## config.mk

```make
export PLATFORM = sky130hd
export DESIGN_NAME = ascii_coordinate_pid_tracker_flat
export DESIGN_NICKNAME = d
export VERILOG_FILES = /design/src/rtl/core/acpt_pkg.sv /design/src/rtl/core/acpt_ifs.sv /design/src/rtl/core/acpt_parser.sv /design/src/rtl/core/acpt_pid.sv /design/src/rtl/core/ascii_coordinate_pid_tracker.sv /design/src/flat_wrapper.sv
export SDC_FILE = /design/constraint.sdc
export NUM_CORES = 2
export LEC_CHECK = 0
export BUFFER_PORTS_ARGS = -buffer_cell sky130_fd_sc_hd__buf_2
export CAP_MARGIN = 20
export CELL_PAD_IN_SITES_DETAIL_PLACEMENT = 0
export CELL_PAD_IN_SITES_GLOBAL_PLACEMENT = 1
export CORE_MARGIN = 2
export CORE_UTILIZATION = 40
export CTS_CLUSTER_DIAMETER = 150
export DETAILED_ROUTE_END_ITERATION = 16
export GPL_TIMING_DRIVEN = 0
export MAX_ROUTING_LAYER = met4
export PLACE_DENSITY = 0.75
export SYNTH_ARGS = -nofsm -noshare
export SYNTH_HDL_FRONTEND = slang
export SYNTH_SLANG_ARGS = --single-unit
```

## constraint.sdc

```tcl
create_clock -name clk -period 37.5 [get_ports clk]
set_input_delay 11.25 -clock clk [delete_from_list [all_inputs] [get_ports clk]]
set_output_delay 11.25 -clock clk [all_outputs]
set_load 0.005 [all_outputs]
```

## src/rtl/core/acpt_pkg.sv

```systemverilog
`timescale 1ns / 1ps
// shared constants and types of the ascii coordinate pid tracker
// no dependencies

package acpt_pkg;

  // frame bytes
  localparam logic [7:0] BYTE_START = 8'h61;
  localparam logic [7:0] BYTE_END   = 8'h6B;
  localparam logic [7:0] BYTE_SEP   = 8'h20;
  localparam logic [7:0] BYTE_ZERO  = 8'h30;
  localparam logic [7:0] BYTE_NINE  = 8'h39;

  // configuration register indexes
  localparam int unsigned CFG_IDX_W = 3;
  localparam int unsigned CFG_DATA_W = 16;
  localparam logic [CFG_IDX_W-1:0] CFG_TARGET_X       = 3'd0;
  localparam logic [CFG_IDX_W-1:0] CFG_GAIN_P         = 3'd1;
  localparam logic [CFG_IDX_W-1:0] CFG_GAIN_I         = 3'd2;
  localparam logic [CFG_IDX_W-1:0] CFG_GAIN_D         = 3'd3;
  localparam logic [CFG_IDX_W-1:0] CFG_INTEGRAL_LIMIT = 3'd4;

  // reset values
  localparam logic [7:0]         TARGET_X_RST       = 8'd120;
  localparam logic signed [15:0] GAIN_P_RST         = 16'sd410;
  localparam logic signed [15:0] GAIN_I_RST         = 16'sd0;
  localparam logic signed [15:0] GAIN_D_RST         = 16'sd0;
  localparam logic [9:0]         INTEGRAL_LIMIT_RST = 10'd50;
  localparam logic [7:0]         COORD_X_RST        = 8'd120;
  localparam logic [7:0]         COORD_Y_RST        = 8'd160;

  typedef struct packed {
    logic [7:0]         target_x;
    logic signed [15:0] gain_p;
    logic signed [15:0] gain_i;
    logic signed [15:0] gain_d;
    logic [9:0]         integral_limit;
  } cfg_t;

  // a completed frame handed from the parser to the control loop
  typedef struct packed {
    logic               valid;
    logic [7:0]         pos_x;
    logic [7:0]         pos_y;
    logic signed [31:0] yaw_angle;
  } frame_t;

endpackage

```

## src/rtl/core/acpt_ifs.sv

```systemverilog
`timescale 1ns / 1ps
// channel interfaces of the ascii coordinate pid tracker
// depends on acpt_pkg

interface acpt_item_if;
  logic               valid;
  logic               ready;
  logic [7:0]         rx_byte;
  logic signed [31:0] yaw_angle;
  modport source (output valid, rx_byte, yaw_angle, input ready);
  modport sink (input valid, rx_byte, yaw_angle, output ready);
endinterface

interface acpt_result_if;
  logic               valid;
  logic               ready;
  logic signed [31:0] yaw_target;
  logic [7:0]         pos_x;
  logic [7:0]         pos_y;
  modport source (output valid, yaw_target, pos_x, pos_y, input ready);
  modport sink (input valid, yaw_target, pos_x, pos_y, output ready);
endinterface

interface acpt_cfg_if;
  import acpt_pkg::*;
  logic                  valid;
  logic                  ready;
  logic [CFG_IDX_W-1:0]  index;
  logic [CFG_DATA_W-1:0] data;
  modport source (output valid, index, data, input ready);
  modport sink (input valid, index, data, output ready);
endinterface

```

## src/rtl/core/acpt_parser.sv

```systemverilog
`timescale 1ns / 1ps
// ascii frame parser: 'a' x ' ' y 'k', digits folded modulo 256
// depends on acpt_pkg

module acpt_parser (
  input  logic                    clk,
  input  logic                    rst,
  input  logic                    fire,
  input  logic [7:0]              rx_byte,
  input  logic signed [31:0]      yaw_angle,
  output acpt_pkg::frame_t        frame
);
  import acpt_pkg::*;

  typedef enum logic [1:0] {
    PH_IDLE = 2'd0,
    PH_X    = 2'd1,
    PH_Y    = 2'd2
  } phase_t;

  phase_t     phase, phase_next;
  logic [7:0] accum, accum_next;
  logic [7:0] coord_x, coord_x_next;
  logic [7:0] coord_y, coord_y_next;
  logic       is_digit;
  logic [7:0] folded;
  logic       done;

  assign is_digit = (rx_byte >= BYTE_ZERO) && (rx_byte <= BYTE_NINE);
  // acc * 10 + digit, wrapping
  assign folded = (accum << 3) + (accum << 1) + {4'b0000, rx_byte[3:0]};

  always_comb begin
    phase_next   = phase;
    accum_next   = accum;
    coord_x_next = coord_x;
    coord_y_next = coord_y;
    done         = 1'b0;
    if (rx_byte == BYTE_START) begin
      // restart keeps leftover digits
      phase_next = PH_X;
    end else begin
      case (phase)
        PH_X: begin
          if (rx_byte == BYTE_SEP) begin
            phase_next   = PH_Y;
            coord_x_next = accum;
            accum_next   = 8'd0;
          end else if (!is_digit) begin
            phase_next = PH_IDLE;
            accum_next = 8'd0;
          end else begin
            accum_next = folded;
          end
        end
        PH_Y: begin
          if (rx_byte == BYTE_END) begin
            phase_next   = PH_IDLE;
            coord_y_next = accum;
            accum_next   = 8'd0;
            done         = 1'b1;
          end else if (!is_digit) begin
            phase_next = PH_IDLE;
            accum_next = 8'd0;
          end else begin
            accum_next = folded;
          end
        end
        default: begin
          phase_next = PH_IDLE;
          accum_next = 8'd0;
        end
      endcase
    end
  end

  always_ff @(posedge clk) begin
    if (rst) begin
      phase   <= PH_IDLE;
      accum   <= 8'd0;
      coord_x <= COORD_X_RST;
      coord_y <= COORD_Y_RST;
    end else if (fire) begin
      phase   <= phase_next;
      accum   <= accum_next;
      coord_x <= coord_x_next;
      coord_y <= coord_y_next;
    end
  end

  assign frame.valid     = fire && done;
  assign frame.pos_x     = coord_x;
  assign frame.pos_y     = accum;
  assign frame.yaw_angle = yaw_angle;

endmodule

```

## src/rtl/core/acpt_pid.sv

```systemverilog
`timescale 1ns / 1ps
// pid step on x: error and integral, products, sum and saturating subtract
// depends on acpt_pkg and acpt_ifs

module acpt_pid (
  input  logic             clk,
  input  logic             rst,
  input  acpt_pkg::cfg_t   cfg,
  input  acpt_pkg::frame_t frame,
  output logic             frame_ready,
  acpt_result_if.source    result
);
  import acpt_pkg::*;

  // loop state
  logic signed [10:0] integral;
  logic signed [8:0]  prev_err;

  // stage 1: error terms
  logic               v1;
  logic signed [8:0]  s1_err;
  logic signed [9:0]  s1_derr;
  logic signed [10:0] s1_int;
  logic signed [31:0] s1_yaw;
  logic [7:0]         s1_x;
  logic [7:0]         s1_y;

  // stage 2: products
  logic               v2;
  logic signed [24:0] s2_p;
  logic signed [25:0] s2_d;
  logic signed [26:0] s2_i;
  logic signed [31:0] s2_yaw;
  logic [7:0]         s2_x;
  logic [7:0]         s2_y;

  logic               rdy1, rdy2, rdy3;

  logic signed [8:0]  err_next;
  logic signed [11:0] sum_next;
  logic signed [11:0] lim;
  logic signed [10:0] integral_next;
  logic signed [9:0]  derr_next;
  logic signed [24:0] p_next;
  logic signed [25:0] d_next;
  logic signed [26:0] i_next;
  logic signed [28:0] corr;
  logic signed [33:0] diff;
  logic signed [31:0] sat;

  assign rdy3 = !result.valid || result.ready;
  assign rdy2 = !v2 || rdy3;
  assign rdy1 = !v1 || rdy2;
  assign frame_ready = rdy1;

  always_comb begin
    err_next  = $signed({1'b0, cfg.target_x}) - $signed({1'b0, frame.pos_x});
    sum_next  = integral + err_next;
    lim       = $signed({2'b00, cfg.integral_limit});
    if (sum_next > lim) begin
      integral_next = lim[10:0];
    end else if (sum_next < -lim) begin
      integral_next = 11'(-lim);
    end else begin
      integral_next = sum_next[10:0];
    end
    derr_next = err_next - prev_err;
  end

  always_ff @(posedge clk) begin
    if (rst) begin
      integral <= '0;
      prev_err <= '0;
      v1       <= 1'b0;
    end else begin
      if (frame.valid) begin
        integral <= integral_next;
        prev_err <= err_next;
      end
      if (rdy1) begin
        v1 <= frame.valid;
      end
    end
    if (rdy1 && frame.valid) begin
      s1_err  <= err_next;
      s1_derr <= derr_next;
      s1_int  <= integral_next;
      s1_yaw  <= frame.yaw_angle;
      s1_x    <= frame.pos_x;
      s1_y    <= frame.pos_y;
    end
  end

  assign p_next = cfg.gain_p * s1_err;
  assign d_next = cfg.gain_d * s1_derr;
  assign i_next = cfg.gain_i * s1_int;

  always_ff @(posedge clk) begin
    if (rst) begin
      v2 <= 1'b0;
    end else if (rdy2) begin
      v2 <= v1;
    end
    if (rdy2 && v1) begin
      s2_p   <= p_next;
      s2_d   <= d_next;
      s2_i   <= i_next;
      s2_yaw <= s1_yaw;
      s2_x   <= s1_x;
      s2_y   <= s1_y;
    end
  end

  // q4.12 gains give a correction with 12 fraction bits; times 16 gives q16.16
  always_comb begin
    corr = s2_p + s2_d + s2_i;
    diff = s2_yaw - $signed({corr, 4'b0000});
    if (!diff[33] && (diff[32:31] != 2'b00)) begin
      sat = 32'sh7FFF_FFFF;
    end else if (diff[33] && (diff[32:31] != 2'b11)) begin
      sat = 32'sh8000_0000;
    end else begin
      sat = diff[31:0];
    end
  end

  always_ff @(posedge clk) begin
    if (rst) begin
      result.valid <= 1'b0;
    end else if (rdy3) begin
      result.valid <= v2;
    end
    if (rdy3 && v2) begin
      result.yaw_target <= sat;
      result.pos_x      <= s2_x;
      result.pos_y      <= s2_y;
    end
  end

endmodule

```

## src/rtl/core/ascii_coordinate_pid_tracker.sv

```systemverilog
`timescale 1ns / 1ps
// top level: configuration registers, frame parser and pid pipeline
// depends on acpt_pkg, acpt_ifs, acpt_parser and acpt_pid

// Takes one received byte with the current yaw per transfer on item and emits
// one result on the byte 'k' that closes a frame 'a' x ' ' y 'k'. A byte
// can be taken in every cycle while item.ready is high; the result of a closing
// byte is registered in turn by the three pipeline registers of the pid
// step (error and integral, products, sum with saturation). item.ready only
// drops when all three stages hold results and result is stalled.
// Configuration writes on cfg are taken in every cycle and belong to idle
// periods.

module ascii_coordinate_pid_tracker (
  input logic           clk,
  input logic           rst,
  acpt_item_if.sink     item,
  acpt_result_if.source result,
  acpt_cfg_if.sink      cfg
);
  import acpt_pkg::*;

  cfg_t   regs;
  frame_t frame;
  logic   fire;
  logic   pid_ready;

  assign cfg.ready = 1'b1;

  always_ff @(posedge clk) begin
    if (rst) begin
      regs.target_x       <= TARGET_X_RST;
      regs.gain_p         <= GAIN_P_RST;
      regs.gain_i         <= GAIN_I_RST;
      regs.gain_d         <= GAIN_D_RST;
      regs.integral_limit <= INTEGRAL_LIMIT_RST;
    end else if (cfg.valid) begin
      case (cfg.index)
        CFG_TARGET_X:       regs.target_x       <= cfg.data[7:0];
        CFG_GAIN_P:         regs.gain_p         <= $signed(cfg.data);
        CFG_GAIN_I:         regs.gain_i         <= $signed(cfg.data);
        CFG_GAIN_D:         regs.gain_d         <= $signed(cfg.data);
        CFG_INTEGRAL_LIMIT: regs.integral_limit <= cfg.data[9:0];
        default: begin
        end
      endcase
    end
  end

  assign item.ready = pid_ready;
  assign fire       = item.valid && pid_ready;

  acpt_parser u_parser (
    .clk       (clk),
    .rst       (rst),
    .fire      (fire),
    .rx_byte   (item.rx_byte),
    .yaw_angle (item.yaw_angle),
    .frame     (frame)
  );

  acpt_pid u_pid (
    .clk         (clk),
    .rst         (rst),
    .cfg         (regs),
    .frame       (frame),
    .frame_ready (pid_ready),
    .result      (result)
  );

`ifndef SYNTH
  // a frame only completes on a transfer of the closing byte
  a_frame_on_end: assert property (@(posedge clk) disable iff (rst)
    frame.valid |-> (fire && (item.rx_byte == BYTE_END)))
    else $error("frame completed without a closing byte transfer");

  // input back-pressure only comes from a full pipeline behind a stalled result
  a_stall_cause: assert property (@(posedge clk) disable iff (rst)
    !item.ready |-> (result.valid && !result.ready))
    else $error("input stalled while result side is free");

  // reset empties the result register
  a_reset_empty: assert property (@(posedge clk)
    rst |=> !result.valid)
    else $error("result valid right after reset");
`endif

endmodule
```

## src/flat_wrapper.sv

```systemverilog
// flat-port wrapper written by rule: the top's interface ports become plain ports
module ascii_coordinate_pid_tracker_flat import acpt_pkg::*;
  (clk, rst, item_valid, item_rx_byte, item_yaw_angle, item_ready, result_valid, result_yaw_target, result_pos_x, result_pos_y, result_ready, cfg_valid, cfg_index, cfg_data, cfg_ready);
  acpt_item_if item_i ();
  acpt_result_if result_i ();
  acpt_cfg_if cfg_i ();
  input logic clk;
  input logic rst;
  input wire logic [$bits(item_i.valid)-1:0] item_valid;
  input wire logic [$bits(item_i.rx_byte)-1:0] item_rx_byte;
  input wire logic [$bits(item_i.yaw_angle)-1:0] item_yaw_angle;
  output wire logic [$bits(item_i.ready)-1:0] item_ready;
  output wire logic [$bits(result_i.valid)-1:0] result_valid;
  output wire logic [$bits(result_i.yaw_target)-1:0] result_yaw_target;
  output wire logic [$bits(result_i.pos_x)-1:0] result_pos_x;
  output wire logic [$bits(result_i.pos_y)-1:0] result_pos_y;
  input wire logic [$bits(result_i.ready)-1:0] result_ready;
  input wire logic [$bits(cfg_i.valid)-1:0] cfg_valid;
  input wire logic [$bits(cfg_i.index)-1:0] cfg_index;
  input wire logic [$bits(cfg_i.data)-1:0] cfg_data;
  output wire logic [$bits(cfg_i.ready)-1:0] cfg_ready;
  assign item_i.valid = item_valid;
  assign item_i.rx_byte = item_rx_byte;
  assign item_i.yaw_angle = item_yaw_angle;
  assign item_ready = item_i.ready;
  assign result_valid = result_i.valid;
  assign result_yaw_target = result_i.yaw_target;
  assign result_pos_x = result_i.pos_x;
  assign result_pos_y = result_i.pos_y;
  assign result_i.ready = result_ready;
  assign cfg_i.valid = cfg_valid;
  assign cfg_i.index = cfg_index;
  assign cfg_i.data = cfg_data;
  assign cfg_ready = cfg_i.ready;
  ascii_coordinate_pid_tracker u_core (.clk(clk), .rst(rst), .item(item_i), .result(result_i), .cfg(cfg_i));
endmodule
```

==> impl_metrics.py <==
metrics = {
    "status": {
        "status": "finished, final reports clean",
    },
    "die": {
        "pin_count": 115,
        "core_area_sq_mm": 0.0850,
        "num_rows": 107,
        "initial_core_util_pct": 40.3,
        "die_area_sq_mm": 0.0881,
        "die-height_um": 297,
        "chipWidth_um": 297,
    },
    "clock_tree": {
        "cts.repair.resized": 0,
        "path_clk_slew_ps": 60,
        "ctsHoldBuffers": 0,
        "cts.sinks": 359,
        "cts_tree": "yes",
        "post_cts.repair.setup_buffers": 0,
        "cts_buffers": 40,
        "clk_latency_ps": 600,
        "cts_root_buf": "clkbuf_16",
        "clockBufferDepth": 3,
        "htreeDepth": 2,
    },
    "timing": {
        "finalMaxSlewViolations": 0,
        "clock-skew-final_ps": 25.1,
        "min_period_ps": 23420,
        "setup_violations": 0,
        "rsz0062_at_grt": "false",
        "fin_setup_tns_ps": 0,
        "finalHoldViolations": 0,
        "min_period_over_period_pct": 62.5,
        "worst_slack_ps": 14080,
        "slew_headroom_pct": 34.1,
        "worstMarginPinSlew_ps": 989,
        "fmax_mhz": 42.7,
    },
    "global_route": {
        "grt_pass1_vias": 24000,
        "busiest_layer": "met2",
        "met1_usage_pct": 27.4,
        "grt_max_degree": 48,
        "grt_overflow_total": 0,
        "grtUsageMet3_pct": 3.22,
        "grt_util_all_layers_pct": 20.0,
        "grt_pass1_wl_mm": 134,
        "antenna_found_initial": 5,
        "grtUsageMet2_pct": 31.6,
    },
    "route": {
        "wl_mm": 84.0,
        "drt-initial-drc-count": 1137,
        "routedWlPerCell_um": 17.6,
        "first_pass_iters": 5,
        "avgViaCountPerCell": 4.93,
        "drtAntennaViolNets": 0,
        "drc": 0,
        "via_count": 23500,
    },
    "placed_design": {
        "post-place-ws_ps": 14080,
        "numPortBuffers": 112,
        "dpl.hpwl_mm": 68.2,
        "gp_congestion": 0.887,
    },
    "worst_setup_path": {
        "path_class": "in -> out",
        "crit_required_ps": 26250,
        "critPathCaptureType": "primary output",
        "arrival_ps": 12170,
        "worstSetupStartpointType": "primary input",
        "crit_fanout": 5,
    },
    "synth": {
        "synthesis.area_sq_mm": 0.0343,
        "synth_ff_type": "edfxtp_1",
        "async_flop_share_pct": 0,
        "syn-num-nets": 4231,
        "ys_top_cells_by_area": "fa_1 (27%), edfxtp_1 (22%), ha_1 (10%)",
        "ys.warnings.count": 0,
        "synth_top_cell_area_share_pct": 26.5,
        "synth_top_area_cell": "fa_1",
        "synth_edf_count": 252,
        "synth-seq-cells": 359,
        "ys_types": 80,
        "ys_seq_area_share_pct": 28.3,
        "yosysMostFrequentCell": "inv_1",
        "avgSynthCellArea_sq_um": 10.0,
        "synth_commonest_cells": "inv_1 (551), fa_1 (454), nand2_1 (450)",
        "netlist_instances": 3427,
    },
    "power_and_ir_drop": {
        "p_int_mw": 0.761,
        "combPwrFrac_pct": 22.4,
        "switchingPower_mw": 0.311,
        "power_density_mw_per_mm2": 28.4,
        "clkPwrFrac_pct": 37.1,
        "finalPower_mw": 1.07,
        "p_leak_nw": 16.9,
        "switching_share_pct": 29.0,
        "pwr-share-seq_pct": 40.5,
        "ir_worst_vdd_uv": 32.7,
    },
    "final_layout": {
        "area_growth_pct": 10.2,
        "final_layout_size_suffix_gt1_share_pct": 6.27,
        "nets": 4392,
        "fillCellCount": 8229,
    },
    "flow_run": {
        "maxCapViolCount": 0,
    },
    "hold_path": {
        "hold_path.class": "reg -> reg",
    },
}
==> flip-flops by register name, indices dropped and copies added (netlist names), 2 cells and up <==
register                        count
u_core.regs                        66
u_core.u_pid.result.yaw_target     32
u_core.u_pid.s1_yaw                32
u_core.u_pid.s2_yaw                32
u_core.u_pid.s2_i                  27
u_core.u_pid.s2_d                  26
u_core.u_pid.s2_p                  25
u_core.u_pid.integral              11
u_core.u_pid.s1_int                11
u_core.u_pid.s1_derr               10
u_core.u_pid.prev_err               9
u_core.u_pid.s1_err                 9
u_core.u_parser.accum               8
u_core.u_parser.coord_x             8
u_core.u_pid.result.pos_x           8
u_core.u_pid.result.pos_y           8
u_core.u_pid.s1_x                   8
u_core.u_pid.s1_y                   8
u_core.u_pid.s2_x                   8
u_core.u_pid.s2_y                   8
u_core.u_parser.phase               2
==> per-layer routing <==
layer	share of wire, %	wire length (um)
met5	0	0
met4	1.9	1580
met3	5.4	4540
met2	46	38400
met1	47	39500
==> final timing paths <==
check | slack (ps) | end | depth (start not counted) | start
min | 420 | u_core.u_pid.s2_yaw[6] | 0 | u_core.u_pid.s1_yaw[6]
min reg2reg | 420 | u_core.u_pid.s2_yaw[6] | 0 | u_core.u_pid.s1_yaw[6]
max | 14080 | item_ready | 4 | result_ready
max reg2reg | 30530 | u_core.u_pid.s2_d[25] | 21 | u_core.u_pid.s1_derr[1]
==> worst max-delay path, stage by stage <==
cell and delay (ps):
buf_2 100, nor2b_1 450, nand3_1 210, buf_2 170
==> cells by family (layout without fill, tap and decap cells) <==
group / count (synthesis) / in the layout / share of synthesized area [%]
AOI/OAI and AO/OA: 472 / 472 / 8.72
other: 1 / 6 / 0.0109
muxes: 9 / 9 / 0.266
and+or+nand+nor: 1019 / 1019 / 14.2
xor gates and xnor gates: 151 / 151 / 3.88
buffers and inverters: 668 / 859 / 7.42
adders and majority gates: 748 / 748 / 37.2
DFF: 359 / 359 / 28.3
==> per-stage QoR <==
| stage | utilization (%) | instances | cell area [sq um] | hold slack (ps) |
|---|---|---|---|---|
| 2_1_floorplan | - | 3427 | 34300 | 400 |
| 3_3_place_gp | 42.7 | 4683 | 36300 | 401 |
| 3_5_place_dp | 42.9 | 4690 | 36500 | 405 |
| 4_1_cts | 44.5 | 4762 | 37800 | 419 |
| 5_1_grt | 44.5 | 4767 | 37800 | 422 |
| 6_report | 44.5 | 4767 | 37800 | 417 |
==> area by class of cell <==
class                           instances  area, sq um  area share (%)
Multi-Input combinational cell       2400        22100            58.3
Inverter                              551         2070            5.47
Clock buffer                           49         1050            2.79
Clock inverter                         23          268           0.708
Buffer                                117          482            1.27
Timing Repair Buffer                  119          723            1.91
Antenna cell                            5         12.5          0.0331
Sequential cell                       359         9710            25.7
Tap cell                             1144         1430            3.79
==> power groups by stage <==
stage | Combinational, mW | Clock, mW | Sequential, mW
final | 0.241 | 0.398 | 0.434
after global routing | 0.273 | 0.423 | 0.434
after CTS | 0.241 | 0.407 | 0.434
after detailed placement | 0.239 | 0 | 0.442
after global placement | 0.237 | 0 | 0.442
after floorplan | 0.171 | 0 | 0.442
==> cells in the final DEF, fill, tap and decap left out, drive strengths merged, types with 14 or more instances in the layout <==
cell	synthesis	routed
inv	551	556
fa	454	454
nand2	450	450
ha	286	286
edfxtp	252	252
and2	221	221
a21oi	182	182
clkbuf	104	153
nor2	145	145
buf	13	132
xnor2	109	109
dfxtp	107	107
o21ai	76	76
a21o	44	44
xor2	42	42
o21a	39	39
nand3	35	35
nor3	29	29
nand2b	29	29
nor2b	26	26
a31oi	17	17
and3	14	14
o211ai	14	14
(Power assumes the default switching activity.)
